===== src/hdl/xee_pkg.sv =====
// Package for the XML entity escape/unescape block.
// Holds byte and count types, the entity tables and register codes; no dependencies.
`default_nettype none

package xee_pkg;

    localparam int NENT     = 4;
    localparam int HOLD_MAX = 5;
    localparam int OUT_MAX  = 6;
    localparam int ADDR_W   = 3;

    typedef logic [7:0] byte_t;
    typedef logic [2:0] cnt_t;
    typedef logic [1:0] ent_idx_t;

    typedef enum logic
    {
        DIR_ESCAPE   = 1'b0,
        DIR_UNESCAPE = 1'b1
    } dir_t;

    // Register index, taken from paddr[2]
    localparam logic REG_DIRECTION = 1'b0;

    localparam byte_t CHAR_AMP = 8'h26;

    localparam byte_t ENT_TEXT [NENT][OUT_MAX] = '{
        '{8'h26, 8'h61, 8'h6d, 8'h70, 8'h3b, 8'h00},  // &amp;
        '{8'h26, 8'h71, 8'h75, 8'h6f, 8'h74, 8'h3b},  // &quot;
        '{8'h26, 8'h6c, 8'h74, 8'h3b, 8'h00, 8'h00},  // &lt;
        '{8'h26, 8'h67, 8'h74, 8'h3b, 8'h00, 8'h00}   // &gt;
    };

    localparam cnt_t ENT_LEN [NENT] = '{3'd5, 3'd6, 3'd4, 3'd4};

    localparam byte_t ENT_CHAR [NENT] = '{8'h26, 8'h22, 8'h3c, 8'h3e};

endpackage

`default_nettype wire


===== src/hdl/xee_in_if.sv =====
// Input text channel: valid/ready handshake carrying one text byte per item.
// No dependencies.
`default_nettype none

interface xee_in_if;
    logic       valid;
    logic       ready;
    logic [7:0] byte_in;
    logic       end_of_text;

    modport source (output valid, output byte_in, output end_of_text, input ready);
    modport sink   (input valid, input byte_in, input end_of_text, output ready);
endinterface

`default_nettype wire


===== src/hdl/xee_out_if.sv =====
// Output text channel: valid/ready handshake carrying one converted byte per item.
// No dependencies.
`default_nettype none

interface xee_out_if;
    logic       valid;
    logic       ready;
    logic [7:0] byte_out;
    logic       last_of_run;
    logic       text_done;

    modport source (output valid, output byte_out, output last_of_run, output text_done,
                    input ready);
    modport sink   (input valid, input byte_out, input last_of_run, input text_done,
                    output ready);
endinterface

`default_nettype wire


===== src/hdl/xml_entity_escape_unescape.sv =====
// Top level of the XML entity escape/unescape block.
// Depends on xee_pkg, xee_in_if and xee_out_if.
//
//  channel   | dir | handshake      | payload
//  ----------+-----+----------------+-----------------------------------------
//  txt_in    | in  | valid/ready    | byte_in[7:0], end_of_text
//  txt_out   | out | valid/ready    | byte_out[7:0], last_of_run, text_done
//  apb       | in  | psel/penable   | paddr[2:0], pwdata[31:0] -> prdata[31:0]
//
// An input item is converted in the cycle it is accepted; its zero to six result
// bytes are loaded into a six-byte shift buffer and leave one per cycle while txt_out is ready.
// The single-byte output port drains the shift buffer, so a new item waits for
// the result bytes of the previous item to leave.
// The next item is accepted in the cycle the last buffered byte is taken.
// Reset clears direction (escape), the held count and the buffer count; held bytes are
// left unset and only ever read after being written.
// A stall on txt_out holds the buffer and blocks txt_in until the buffer drains.
`default_nettype none

module xml_entity_escape_unescape
(
    input  wire logic                      clk,
    input  wire logic                      rst_n,
    xee_in_if.sink                         txt_in,
    xee_out_if.source                      txt_out,
    input  wire logic                      psel,
    input  wire logic                      penable,
    input  wire logic                      pwrite,
    input  wire logic [xee_pkg::ADDR_W-1:0] paddr,
    input  wire logic [31:0]               pwdata,
    output logic      [31:0]               prdata,
    output logic                           pready
);
    import xee_pkg::*;

    // Configuration and partial-entity state
    dir_t   dir_reg,         dir_next;
    byte_t  held_reg [HOLD_MAX];
    byte_t  held_next [HOLD_MAX];
    cnt_t   held_count_reg,  held_count_next;

    // Result shift buffer
    byte_t  sbuf_reg [OUT_MAX];
    byte_t  sbuf_next [OUT_MAX];
    cnt_t   rem_reg,         rem_next;
    logic   seot_reg,        seot_next;

    // Datapath results
    byte_t  seq [OUT_MAX];
    byte_t  res_buf [OUT_MAX];
    cnt_t   res_cnt;
    byte_t  held_calc [HOLD_MAX];
    cnt_t   held_count_calc;
    cnt_t   m;
    logic   esc_hit;
    ent_idx_t esc_k;
    logic   any_done;
    logic   any_prefix;
    byte_t  done_char;
    logic   ent_match [NENT];

    logic   in_acc;
    logic   out_take;
    logic   cfg_wr;
    byte_t  b;
    logic   eot;

    assign b   = txt_in.byte_in;
    assign eot = txt_in.end_of_text;

    // Handshakes
    assign txt_in.ready  = (rem_reg == '0) || (txt_out.ready && (rem_reg == cnt_t'(1)));
    assign in_acc        = txt_in.valid && txt_in.ready;
    assign txt_out.valid = (rem_reg != '0);
    assign out_take      = txt_out.valid && txt_out.ready;

    assign txt_out.byte_out    = sbuf_reg[0];
    assign txt_out.last_of_run = (rem_reg == cnt_t'(1));
    assign txt_out.text_done   = (rem_reg == cnt_t'(1)) && seot_reg;

    // APB: single register, no wait states
    assign pready = 1'b1;
    assign cfg_wr = psel && penable && pwrite && (paddr[2] == REG_DIRECTION);
    assign prdata = (paddr[2] == REG_DIRECTION) ? {31'b0, dir_reg} : 32'b0;

    // Candidate sequence: held bytes followed by the new byte
    always_comb
    begin
        for (int i = 0; i < HOLD_MAX; i++)
        begin
            seq[i] = (cnt_t'(i) < held_count_reg) ? held_reg[i] : b;
        end
        seq[HOLD_MAX] = b;
    end

    assign m = held_count_reg + cnt_t'(1);

    // Compare the candidate against every entity prefix of length m
    always_comb
    begin
        any_done   = 1'b0;
        any_prefix = 1'b0;
        done_char  = ENT_CHAR[0];
        for (int k = 0; k < NENT; k++)
        begin
            ent_match[k] = (m <= ENT_LEN[k]);
            for (int i = 0; i < OUT_MAX; i++)
            begin
                if ((cnt_t'(i) < m) && (seq[i] != ENT_TEXT[k][i]))
                begin
                    ent_match[k] = 1'b0;
                end
            end
            if (ent_match[k] && (m == ENT_LEN[k]))
            begin
                any_done  = 1'b1;
                done_char = ENT_CHAR[k];
            end
            if (ent_match[k] && (m < ENT_LEN[k]))
            begin
                any_prefix = 1'b1;
            end
        end
    end

    // Escape lookup
    always_comb
    begin
        esc_hit = 1'b0;
        esc_k   = '0;
        for (int k = 0; k < NENT; k++)
        begin
            if (b == ENT_CHAR[k])
            begin
                esc_hit = 1'b1;
                esc_k   = ent_idx_t'(k);
            end
        end
    end

    // Conversion of one item: results into res_buf/res_cnt, new hold state
    always_comb
    begin
        res_buf         = seq;
        res_cnt         = '0;
        held_calc       = held_reg;
        held_count_calc = held_count_reg;

        if (dir_reg == DIR_ESCAPE)
        begin
            if (esc_hit)
            begin
                res_buf = ENT_TEXT[esc_k];
                res_cnt = ENT_LEN[esc_k];
            end
            else
            begin
                res_buf[0] = b;
                res_cnt    = cnt_t'(1);
            end
        end
        else if (held_count_reg == '0)
        begin
            // Open a new entity on '&', unless the text ends here
            if ((b == CHAR_AMP) && !eot)
            begin
                held_calc[0]    = b;
                held_count_calc = cnt_t'(1);
            end
            else
            begin
                res_buf[0] = b;
                res_cnt    = cnt_t'(1);
            end
        end
        else if (any_done)
        begin
            res_buf[0]      = done_char;
            res_cnt         = cnt_t'(1);
            held_count_calc = '0;
        end
        else if (any_prefix && (m <= cnt_t'(HOLD_MAX)))
        begin
            if (eot)
            begin
                // Flush the unfinished entity as plain text
                res_cnt         = m;
                held_count_calc = '0;
            end
            else
            begin
                held_calc[held_count_reg] = b;
                held_count_calc           = m;
            end
        end
        else
        begin
            // Mismatch: drop the held bytes out unchanged, then rescan the new byte
            if ((b == CHAR_AMP) && !eot)
            begin
                res_cnt         = held_count_reg;
                held_calc[0]    = b;
                held_count_calc = cnt_t'(1);
            end
            else
            begin
                res_cnt         = m;
                held_count_calc = '0;
            end
        end
    end

    // Next-state selection
    always_comb
    begin
        dir_next        = dir_reg;
        held_next       = held_reg;
        held_count_next = held_count_reg;
        sbuf_next       = sbuf_reg;
        rem_next        = rem_reg;
        seot_next       = seot_reg;

        if (in_acc)
        begin
            held_next       = held_calc;
            held_count_next = held_count_calc;
            sbuf_next       = res_buf;
            rem_next        = res_cnt;
            seot_next       = eot;
        end
        else if (out_take)
        begin
            // Advance the buffer by one byte
            for (int i = 0; i < OUT_MAX - 1; i++)
            begin
                sbuf_next[i] = sbuf_reg[i + 1];
            end
            rem_next = rem_reg - cnt_t'(1);
        end

        if (cfg_wr)
        begin
            dir_next        = dir_t'(pwdata[0]);
            held_count_next = '0;
        end
    end

    always_ff @(posedge clk or negedge rst_n)
    begin
        if (!rst_n)
        begin
            dir_reg        <= DIR_ESCAPE;
            held_count_reg <= '0;
            rem_reg        <= '0;
        end
        else
        begin
            dir_reg        <= dir_next;
            held_count_reg <= held_count_next;
            rem_reg        <= rem_next;
        end
    end

    always_ff @(posedge clk)
    begin
        held_reg <= held_next;
        sbuf_reg <= sbuf_next;
        seot_reg <= seot_next;
    end

    // Checks
    a_held_bound: assert property (@(posedge clk) disable iff (!rst_n)
        held_count_reg <= cnt_t'(HOLD_MAX))
        else $error("held count above hold depth");

    a_rem_bound: assert property (@(posedge clk) disable iff (!rst_n)
        rem_reg <= cnt_t'(OUT_MAX))
        else $error("result buffer count above depth");

    a_escape_no_hold: assert property (@(posedge clk) disable iff (!rst_n)
        (dir_reg == DIR_ESCAPE) |-> (held_count_reg == '0))
        else $error("bytes held in escape mode");

    a_hold_starts_amp: assert property (@(posedge clk) disable iff (!rst_n)
        (held_count_reg != '0) |-> (held_reg[0] == CHAR_AMP))
        else $error("held entity does not start with ampersand");

    a_ready_only_when_draining: assert property (@(posedge clk) disable iff (!rst_n)
        txt_in.ready |-> (rem_reg <= cnt_t'(1)))
        else $error("input ready while buffer still holds several bytes");

endmodule

`default_nettype wire


===== src/flat_wrapper.sv =====
// flat-port wrapper written by rule: the top's interface ports become plain ports
module xml_entity_escape_unescape_flat import xee_pkg::*;
  (clk, rst_n, psel, penable, pwrite, paddr, pwdata, prdata, pready, txt_in_valid, txt_in_byte_in, txt_in_end_of_text, txt_in_ready, txt_out_valid, txt_out_byte_out, txt_out_last_of_run, txt_out_text_done, txt_out_ready);
  xee_in_if txt_in_i ();
  xee_out_if txt_out_i ();
  input  wire logic clk;
  input  wire logic rst_n;
  input  wire logic psel;
  input  wire logic penable;
  input  wire logic pwrite;
  input  wire logic [xee_pkg::ADDR_W-1:0] paddr;
  input  wire logic [31:0] pwdata;
  output logic      [31:0] prdata;
  output logic pready;
  input wire logic [$bits(txt_in_i.valid)-1:0] txt_in_valid;
  input wire logic [$bits(txt_in_i.byte_in)-1:0] txt_in_byte_in;
  input wire logic [$bits(txt_in_i.end_of_text)-1:0] txt_in_end_of_text;
  output wire logic [$bits(txt_in_i.ready)-1:0] txt_in_ready;
  output wire logic [$bits(txt_out_i.valid)-1:0] txt_out_valid;
  output wire logic [$bits(txt_out_i.byte_out)-1:0] txt_out_byte_out;
  output wire logic [$bits(txt_out_i.last_of_run)-1:0] txt_out_last_of_run;
  output wire logic [$bits(txt_out_i.text_done)-1:0] txt_out_text_done;
  input wire logic [$bits(txt_out_i.ready)-1:0] txt_out_ready;
  assign txt_in_i.valid = txt_in_valid;
  assign txt_in_i.byte_in = txt_in_byte_in;
  assign txt_in_i.end_of_text = txt_in_end_of_text;
  assign txt_in_ready = txt_in_i.ready;
  assign txt_out_valid = txt_out_i.valid;
  assign txt_out_byte_out = txt_out_i.byte_out;
  assign txt_out_last_of_run = txt_out_i.last_of_run;
  assign txt_out_text_done = txt_out_i.text_done;
  assign txt_out_i.ready = txt_out_ready;
  xml_entity_escape_unescape u_core (.clk(clk), .rst_n(rst_n), .txt_in(txt_in_i), .txt_out(txt_out_i), .psel(psel), .penable(penable), .pwrite(pwrite), .paddr(paddr), .pwdata(pwdata), .prdata(prdata), .pready(pready));
endmodule

===== config.mk =====
export PLATFORM = sky130hd
export DESIGN_NAME = xml_entity_escape_unescape_flat
export DESIGN_NICKNAME = d
export VERILOG_FILES = /design/src/hdl/xee_pkg.sv /design/src/hdl/xee_in_if.sv /design/src/hdl/xee_out_if.sv /design/src/hdl/xml_entity_escape_unescape.sv /design/src/flat_wrapper.sv
export SDC_FILE = /design/constraint.sdc
export NUM_CORES = 1
export LEC_CHECK = 0
export BUFFER_PORTS_ARGS = -buffer_cell sky130_fd_sc_hd__buf_4
export CELL_PAD_IN_SITES_DETAIL_PLACEMENT = 1
export CELL_PAD_IN_SITES_GLOBAL_PLACEMENT = 1
export CORE_UTILIZATION = 30
export DETAILED_ROUTE_END_ITERATION = 10
export PLACE_DENSITY_LB_ADDON = 0.3
export SLEW_MARGIN = 20
export SYNTH_ARGS = -nofsm -noshare
export SYNTH_HDL_FRONTEND = slang
export SYNTH_SLANG_ARGS = --single-unit

===== constraint.sdc =====
create_clock -name clk -period 4.5 [get_ports clk]
set_input_delay 0.675 -clock clk [delete_from_list [all_inputs] [get_ports clk]]
set_output_delay 0.675 -clock clk [all_outputs]
set_load 0.01 [all_outputs]

After elaboration in Yosys (flattened, before gate mapping):

Index checks and enable logic that the tools add are counted.

* mux-type cells: 90
* $add $sub $neg: 2
* $lt $le $gt $ge: 20
* bitwise operators: 6
* reduce and logical (&&, ||, !) cells: 47
* equality and inequality tests: 25

Operators with widths (count)
* 40-bit 2-to-1 mux: 6
* 8-bit 2-to-1 mux: 14
* 48-bit binary-select mux with 2-bit select: 1
* 48-bit 2-to-1 mux: 2
* 8-bit by 7-bit inequality test with 1-bit output (second input constant): 10
* 3-bit 2-to-1 mux: 20
* 40-bit bitwise mux: 1
* 1-bit 2-to-1 mux: 39
* 1-bit logical AND: 34
* 8-bit by 6-bit == test with 1-bit output (second input constant): 4
* 32-bit 2-to-1 mux: 1
* 8-bit by 6-bit inequality test with 1-bit output (second input constant): 4
* 8-bit demux with 3-bit select: 1
* 8-bit nonzero test: 2
* 1-bit by 3-bit < comparator with 1-bit output (first input constant): 4
* 2-bit by 3-bit < comparator with 1-bit output (first input constant): 4
* 5-bit 2-to-1 mux: 2
* 3-bit == test (second input constant): 3
* 3-bit <= comparator (second input constant): 3
* 3-bit < comparator (first input constant): 3
* 3-bit < comparator (second input constant): 3
* 3-bit binary-select mux with 2-bit select: 1
* 3-bit logical NOT: 2
* 3-bit by 2-bit inequality test with 1-bit output (second input constant): 2
* other kinds (18): 24

* register bits: 96
* word-level logic and storage cells: 205

Depth between registers and ports, before layout:

Gate-level depths: netlist of run 1.

* word-level depth: 22
* mapped depth: 14
* mapped depth without buffers: 12

Worst setup path before layout of run 1:

Ideal clock, no wire load.

* path kind: input -> register
* start point: input txt_in_byte_in[1]
* end point: register with a tool-made name
* arrival: 3750 ps
* stages: 10
* buffers on the path: 2
* setup slack: 355 ps
* required time: 4105 ps
* library setup time: 395 ps
* cell sequence: clkbuf_1 -> or4b_1 -> a2111oi_2 -> nor2_1 -> o21bai_1 -> or2_1 -> a21o_1 -> or3b_1 -> buf_6 -> nor4_1

RTL lines
* from (decl): line flat_wrapper.sv:16 `input wire logic [$bits(txt_in_i.byte_in)-1:0] txt_in_byte_in;`

==> results of run 1 <==
## cells by family after synthesis
family,Yosys count
adders and majority gates,5
muxes,20
AOI/OAI and AO/OA,147
xor gates and xnor gates,1
and+or+nand+nor,221
other,2
DFF,96
buffers and inverters,93
## final timing paths
kind                                          start  cells past startpoint  slack, ns                  end
max                        u_core.held_count_reg[0]                     11       0.39             register
min                                           rst_n                      1       0.13       u_core.dir_reg
max reg2reg                u_core.held_count_reg[0]                     11       0.39             register
min reg2reg                      u_core.sbuf_reg[8]                      2       0.51  u_core.sbuf_reg[16]
max in group asynchronous                     rst_n                      1       4.24    u_core.rem_reg[0]
min in group clk                 u_core.sbuf_reg[8]                      2       0.51  u_core.sbuf_reg[16]
## synth_stat cells, drive strengths merged (3+ instances only)
| cell | count | area [sq um] |
|---|---|---|
| o22ai | 5 | 43.8 |
| nor3 | 6 | 30.0 |
| and2 | 11 | 68.8 |
| clkbuf | 27 | 101 |
| mux2i | 14 | 140 |
| o21a | 5 | 37.5 |
| and3 | 5 | 31.3 |
| nor4b | 9 | 97.6 |
| a221oi | 3 | 26.3 |
| or2 | 4 | 25.0 |
| nand4 | 4 | 25.0 |
| o221ai | 3 | 26.3 |
| nor2b | 10 | 62.6 |
| a21oi | 28 | 140 |
| buf | 53 | 378 |
| nand4b | 6 | 52.6 |
| nand2b | 8 | 50.1 |
| a311oi | 7 | 61.3 |
| ha | 5 | 62.6 |
| a21o | 13 | 97.6 |
| or3 | 4 | 25.0 |
| a31oi | 8 | 50.1 |
| or4b | 3 | 30.0 |
| nand3 | 12 | 65.1 |
| nand3b | 3 | 22.5 |
| inv | 13 | 48.8 |
| or3b | 4 | 37.5 |
| a211oi | 8 | 60.1 |
| or4bb | 3 | 33.8 |
| o21ai | 39 | 195 |
| o211ai | 5 | 37.5 |
| nand2 | 81 | 304 |
| nor2 | 33 | 126 |
| dfrtp | 7 | 175 |
| nor4 | 9 | 62.6 |
| mux2 | 6 | 67.6 |
| edfxtp | 89 | 2670 |
## cell usage in the layout, fill, tap and decap left out, types with 3 or more instances in the layout
cell | synthesis | final
a211oi_1 | 8 | 8
and2_1 | 11 | 11
conb_1 | 2 | 32
a21oi_1 | 28 | 28
nand3_1 | 11 | 11
o211ai_1 | 5 | 5
nor2b_1 | 10 | 10
or4bb_1 | 3 | 3
a31oi_1 | 8 | 8
o21a_1 | 5 | 5
and3_1 | 5 | 5
mux2_2 | 6 | 6
nor4b_2 | 3 | 3
dfrtp_1 | 7 | 7
clkbuf_16 | 0 | 9
nand4b_1 | 6 | 6
nor4b_1 | 6 | 6
edfxtp_1 | 89 | 89
a311oi_1 | 7 | 7
nor2_1 | 32 | 32
nand3b_1 | 3 | 3
o22ai_1 | 3 | 3
nand2_1 | 81 | 80
a21o_1 | 13 | 13
mux2i_1 | 14 | 14
buf_4 | 41 | 52
o21ai_0 | 38 | 37
a221oi_1 | 3 | 3
nand4_1 | 4 | 4
nor3_1 | 6 | 6
nor4_1 | 8 | 8
o221ai_1 | 3 | 3
or3_1 | 4 | 4
ha_1 | 5 | 5
nand2b_1 | 8 | 8
inv_1 | 13 | 13
## cell type report
type / count / area (sq um) / share of cell area [%]
Sequential cell: 96 / 2850 / 43.6
Multi-Input combinational cell: 426 / 2600 / 39.9
Timing Repair Buffer: 52 / 390 / 5.98
Tap cell: 260 / 325 / 4.98
Clock buffer: 9 / 225 / 3.45
Clock inverter: 7 / 86.3 / 1.32
Inverter: 13 / 48.8 / 0.748
## power groups by stage
stage	clock network [W]	logic [W]	registers, W
2_1_floorplan	0	0.000712	0.00128
3_3_place_gp	0	0.000943	0.00131
3_5_place_dp	0	0.000966	0.00131
4_1_cts	0.000830	0.000969	0.00130
5_1_grt	0.000860	0.00107	0.00131
6_report	0.000814	0.000965	0.00129
## layer usage
layer / wire, um / vias up / track usage (%) / part of all wire (%)
met5: 0 / - / 0 / 0
met4: 360 / 0 / 6.45 / 2.1
met3: 812 / 23 / 2.63 / 4.7
met2: 7880 / 133 / 28.1 / 46
met1: 8060 / 2261 / 24.4 / 47
li1: - / 2127 / - / -
## stage by stage
| stage | cells | area [sq um] |
|---|---|---|
| after floorplan | 615 | 5980 |
| after global placement | 847 | 6220 |
| after detailed placement | 847 | 6220 |
| after CTS | 863 | 6530 |
| after global routing | 863 | 6530 |
| final | 863 | 6530 |
==> impl_metrics.toml, run 1 <==
[setup_path]
critPathCaptureType = "register"
critPathBufInv = 2
path_max_fanout = 10
cp_cell_sequence = "ha_1, xor2_1, nand2_1, a211oi_1, nor4_2, and2_1, nor4_1, or3b_1, buf_4, nor4_1, buf_4"
path_class = "reg -> reg"
slowest_stage = "dfrtp_1"
critPathLaunchType = "register"
path_delay_family = "simple AND/OR/NAND/NOR gates"
critical_path.max_stage_delay_ns = 0.53
crit_required_ns = 4.56
cp.arrival_ns = 4.17

[sta]
period_minus_slack_ns = 4.11
hold_ws_ns = 0.129
fmaxAchievable_mhz = 243
fin_ws_ns = 0.392
relSlewSlack_pct = 29.0
worst_slew_pin_slew_ns = 1.07
hold_viol = 0
tns_ns = 0
min_period_over_period_pct = 91.3
rsz0062_at_grt = "false"
setup-violations-final = 0
skew_ns = 0.0106
drv_slew = 0

[route]
drtPass1Iterations = 5
detail-route-antenna-nets = 0
viasPerCell = 5.27
drc = 0
drt-initial-drc-count = 322
totalWireLength_mm = 17.1
routed-via-count = 4544
wire_per_inst_um = 19.8

[clock_tree]
clkTransAtPathRegs_ns = 0.07
cts_tree = "done"
root_buffer = "clkbuf_16"
ctsHtreeMaxLevel = 3
post_cts_buffers = 0
cts_hold_buffers = 0
clock_path_buffers = 2
clk_latency_ns = 0.35
clock_sinks = 96
cts_resized = 0
cts_buffers = 9

[die]
die_h_um = 142
core-area_sq_um = 19000
die_w_um = 142
num_rows = 50
die_area_sq_um = 20100
io_pins = 96
start_util_pct = 30.9

[synthesis]
synth_mux_area_share_pct = 3.54
netlist_area_sq_um = 5860
synth_edf_count = 89
synthArstFlopShare_pct = 7.29
yosysWarnings = 0
synthXorXnorAreaFrac_pct = 0.149
synth.avg_cell_area_sq_um = 10.0
synth_simple_gate_area_share_pct = 20.6
synth_compound_area_share_pct = 17.0
synth_ff_type = "edfxtp_1"
synth_cells = 585
synth_adder_area_share_pct = 1.07
ys_seq_elements = 96
synth_top_family_by_area = "simple AND/OR/NAND/NOR gates"
yosysSeqAreaShare_pct = 48.6
yosys.cell_types.count = 77

[pwr]
power_frac_seq_pct = 42.1
p_switching_w = 0.00102
power_w = 0.00307
ir_drop_uv = 204
comb_power_share_pct = 31.4
p_clk_share_pct = 26.5
p_int_w = 0.00206
swShare_pct = 33.1
leakage_nw = 2.41
powerDensity_nw_per_um2 = 471

[global_routing]
overflow = 0
grt_pass1_vias = 4567
gr-usage-all-layers_pct = 17.7
grt_pass1_wl_mm = 26.7
grt_max_degree = 59
antenna_found_initial = 0

[cells_and_area]
diodes = 0
final.fill_count = 2149
area_delta_synth_final_pct = 11.3
drive_gt1_share_pct = 14.8
final_nets = 654
final_util_pct = 34.4

[placed_design]
dp_slack_ns = 0.404
gp_congestion = 0.872
numPortBuffers = 30
dp_hpwl_mm = 12.6

[hold_path]
hold_class = "in -> async"

[status]
status = "finished clean"

[flow_run]
cap_violations = 0
(Power assumes the default switching activity.)
==> run 2, diff against run 1 <==
--- a/config.mk
+++ b/config.mk
@@ -8,7 +8,8 @@
 export BUFFER_PORTS_ARGS = -buffer_cell sky130_fd_sc_hd__buf_4
 export CELL_PAD_IN_SITES_DETAIL_PLACEMENT = 1
 export CELL_PAD_IN_SITES_GLOBAL_PLACEMENT = 1
-export CORE_UTILIZATION = 30
+export CORE_ASPECT_RATIO = 0.5
+export CORE_UTILIZATION = 44
 export DETAILED_ROUTE_END_ITERATION = 10
 export PLACE_DENSITY_LB_ADDON = 0.3
 export SLEW_MARGIN = 20
==> impl_metrics.toml, run 2 (synthesized netlist as in run 1, its figures left out) <==
[setup_path]
critPathBufInv = 1
cp_cell_sequence = "ha_1, xor2_1, nand2_1, a211oi_1, nor2b_1, nor4b_1, nor4_1, or3b_1, nor2_2, nor4b_2, buf_4"
critPathLaunchType = "register"
critical_path.max_stage_delay_ns = 0.58
path_class = "reg -> reg"
critPathCaptureType = "register"
path_delay_family = "simple AND/OR/NAND/NOR gates"
cp.arrival_ns = 4.30
crit_required_ns = 4.56
slowest_stage = "dfrtp_2"
path_max_fanout = 15

[sta]
relSlewSlack_pct = 30.0
skew_ns = 0.0127
period_minus_slack_ns = 4.25
hold_ws_ns = 0.124
worst_slew_pin_slew_ns = 1.05
setup-violations-final = 0
rsz0062_at_grt = "false"
drv_slew = 0
fmaxAchievable_mhz = 236
hold_viol = 0
min_period_over_period_pct = 94.4
tns_ns = 0

[route]
totalWireLength_mm = 17.3
drc = 18
viasPerCell = 6.15
wire_per_inst_um = 22.2
routed-via-count = 4783
drtPass1Iterations = 8
detail-route-antenna-nets = 0
drt-initial-drc-count = 449

[status]
violations = "design-rule violations"
status = "finished, violations left"

[die]
start_util_pct = 45.7
die_w_um = 165
core-area_sq_um = 12800
num_rows = 29
die_area_sq_um = 13800
die_h_um = 83.6
io_pins = 96

[clock_tree]
cts_tree = "done"
clkTransAtPathRegs_ns = 0.08
root_buffer = "clkbuf_16"
post_cts_buffers = 0
cts_buffers = 9
clock_sinks = 96
clock_path_buffers = 2
clk_latency_ns = 0.35
ctsHtreeMaxLevel = 3
cts_hold_buffers = 0

[cells_and_area]
drive_gt1_share_pct = 16.0
final_nets = 659
final_common_cell = "edfxtp_1"
register_area_sq_um = 2850
fin_cells = 778
final_cell_mix = "89 x edfxtp_1, 80 x nand2_1, 57 x buf_4"
multi_input_area_sq_um = 2600
area_delta_synth_final_pct = 9.77
diodes = 0
final.fill_count = 1437

[hold_path]
hold_class = "in -> async"

[pwr]
powerDensity_nw_per_um2 = 475
ir_drop_uv = 209
power_w = 0.00306
leakage_nw = 2.42

[global_routing]
grt_max_degree = 59
antenna_found_initial = 0
grt_pass1_wl_mm = 26.9
overflow = 0
grt_pass1_vias = 4668
gr-usage-all-layers_pct = 26.2

[placed_design]
numPortBuffers = 30
dp_cells = 762
dp_hpwl_mm = 12.3
gp_congestion = 0.921

[flow_run]
cap_violations = 0
-- run 2: where the power goes --
part / internal [W] / switching, W / leakage, nW
clock: 0.000392 / 0.000384 / 0.147
combinational: 0.000376 / 0.000608 / 1.35
sequential: 0.00122 / 0.0000811 / 0.921
-- run 2: stage by stage --
| step | setup WS [ns] | utilization, % | instance area [sq um] |
|---|---|---|---|
| after floorplan | 0.355 | - | 5980 |
| after global placement | 0.306 | 47.8 | 6140 |
| after detailed placement | 0.216 | 47.8 | 6140 |
| after CTS | 0.136 | 50.1 | 6440 |
| after global routing | 0.0705 | 50.1 | 6440 |
| final | 0.254 | 50.1 | 6440 |
-- run 2: final cells by class --
type	instances	area share, %
Clock buffer	9	3.50
Clock inverter	7	1.09
Timing Repair Buffer	57	6.65
Sequential cell	96	44.3
Tap cell	170	3.30
Inverter	13	0.758
Multi-Input combinational cell	426	40.4
-- run 2: final timing paths --
kind	cells after the start	endpoint	startpoint	slack, ns
min in group clk	3	u_core.dir_reg	pwdata[0]	0.52
min	1	u_core.held_count_reg[2]	rst_n	0.12
max in group asynchronous	1	u_core.held_count_reg[1]	rst_n	4.24
max	11	register	u_core.held_count_reg[1]	0.25
min reg2reg	2	u_core.sbuf_reg[16]	u_core.sbuf_reg[8]	0.52
max reg2reg	11	register	u_core.held_count_reg[1]	0.25
-- run 2: what timing repair did --
item,in CTS,in global routing
resized for setup,0,1
setup endpoints to repair,0,32
endpoints found under the hold margin,0,0
-- run 2: routing by layer --
layer  vias to the layer above  share of wire (%)  global-route usage [%]
met4                         0                1.6                    6.01
li1                       2140                  -                       -
met1                      2419                 47                    37.5
met3                        32                7.1                    5.22
met2                       192                 45                    40.7
met5                         -                  0                       0
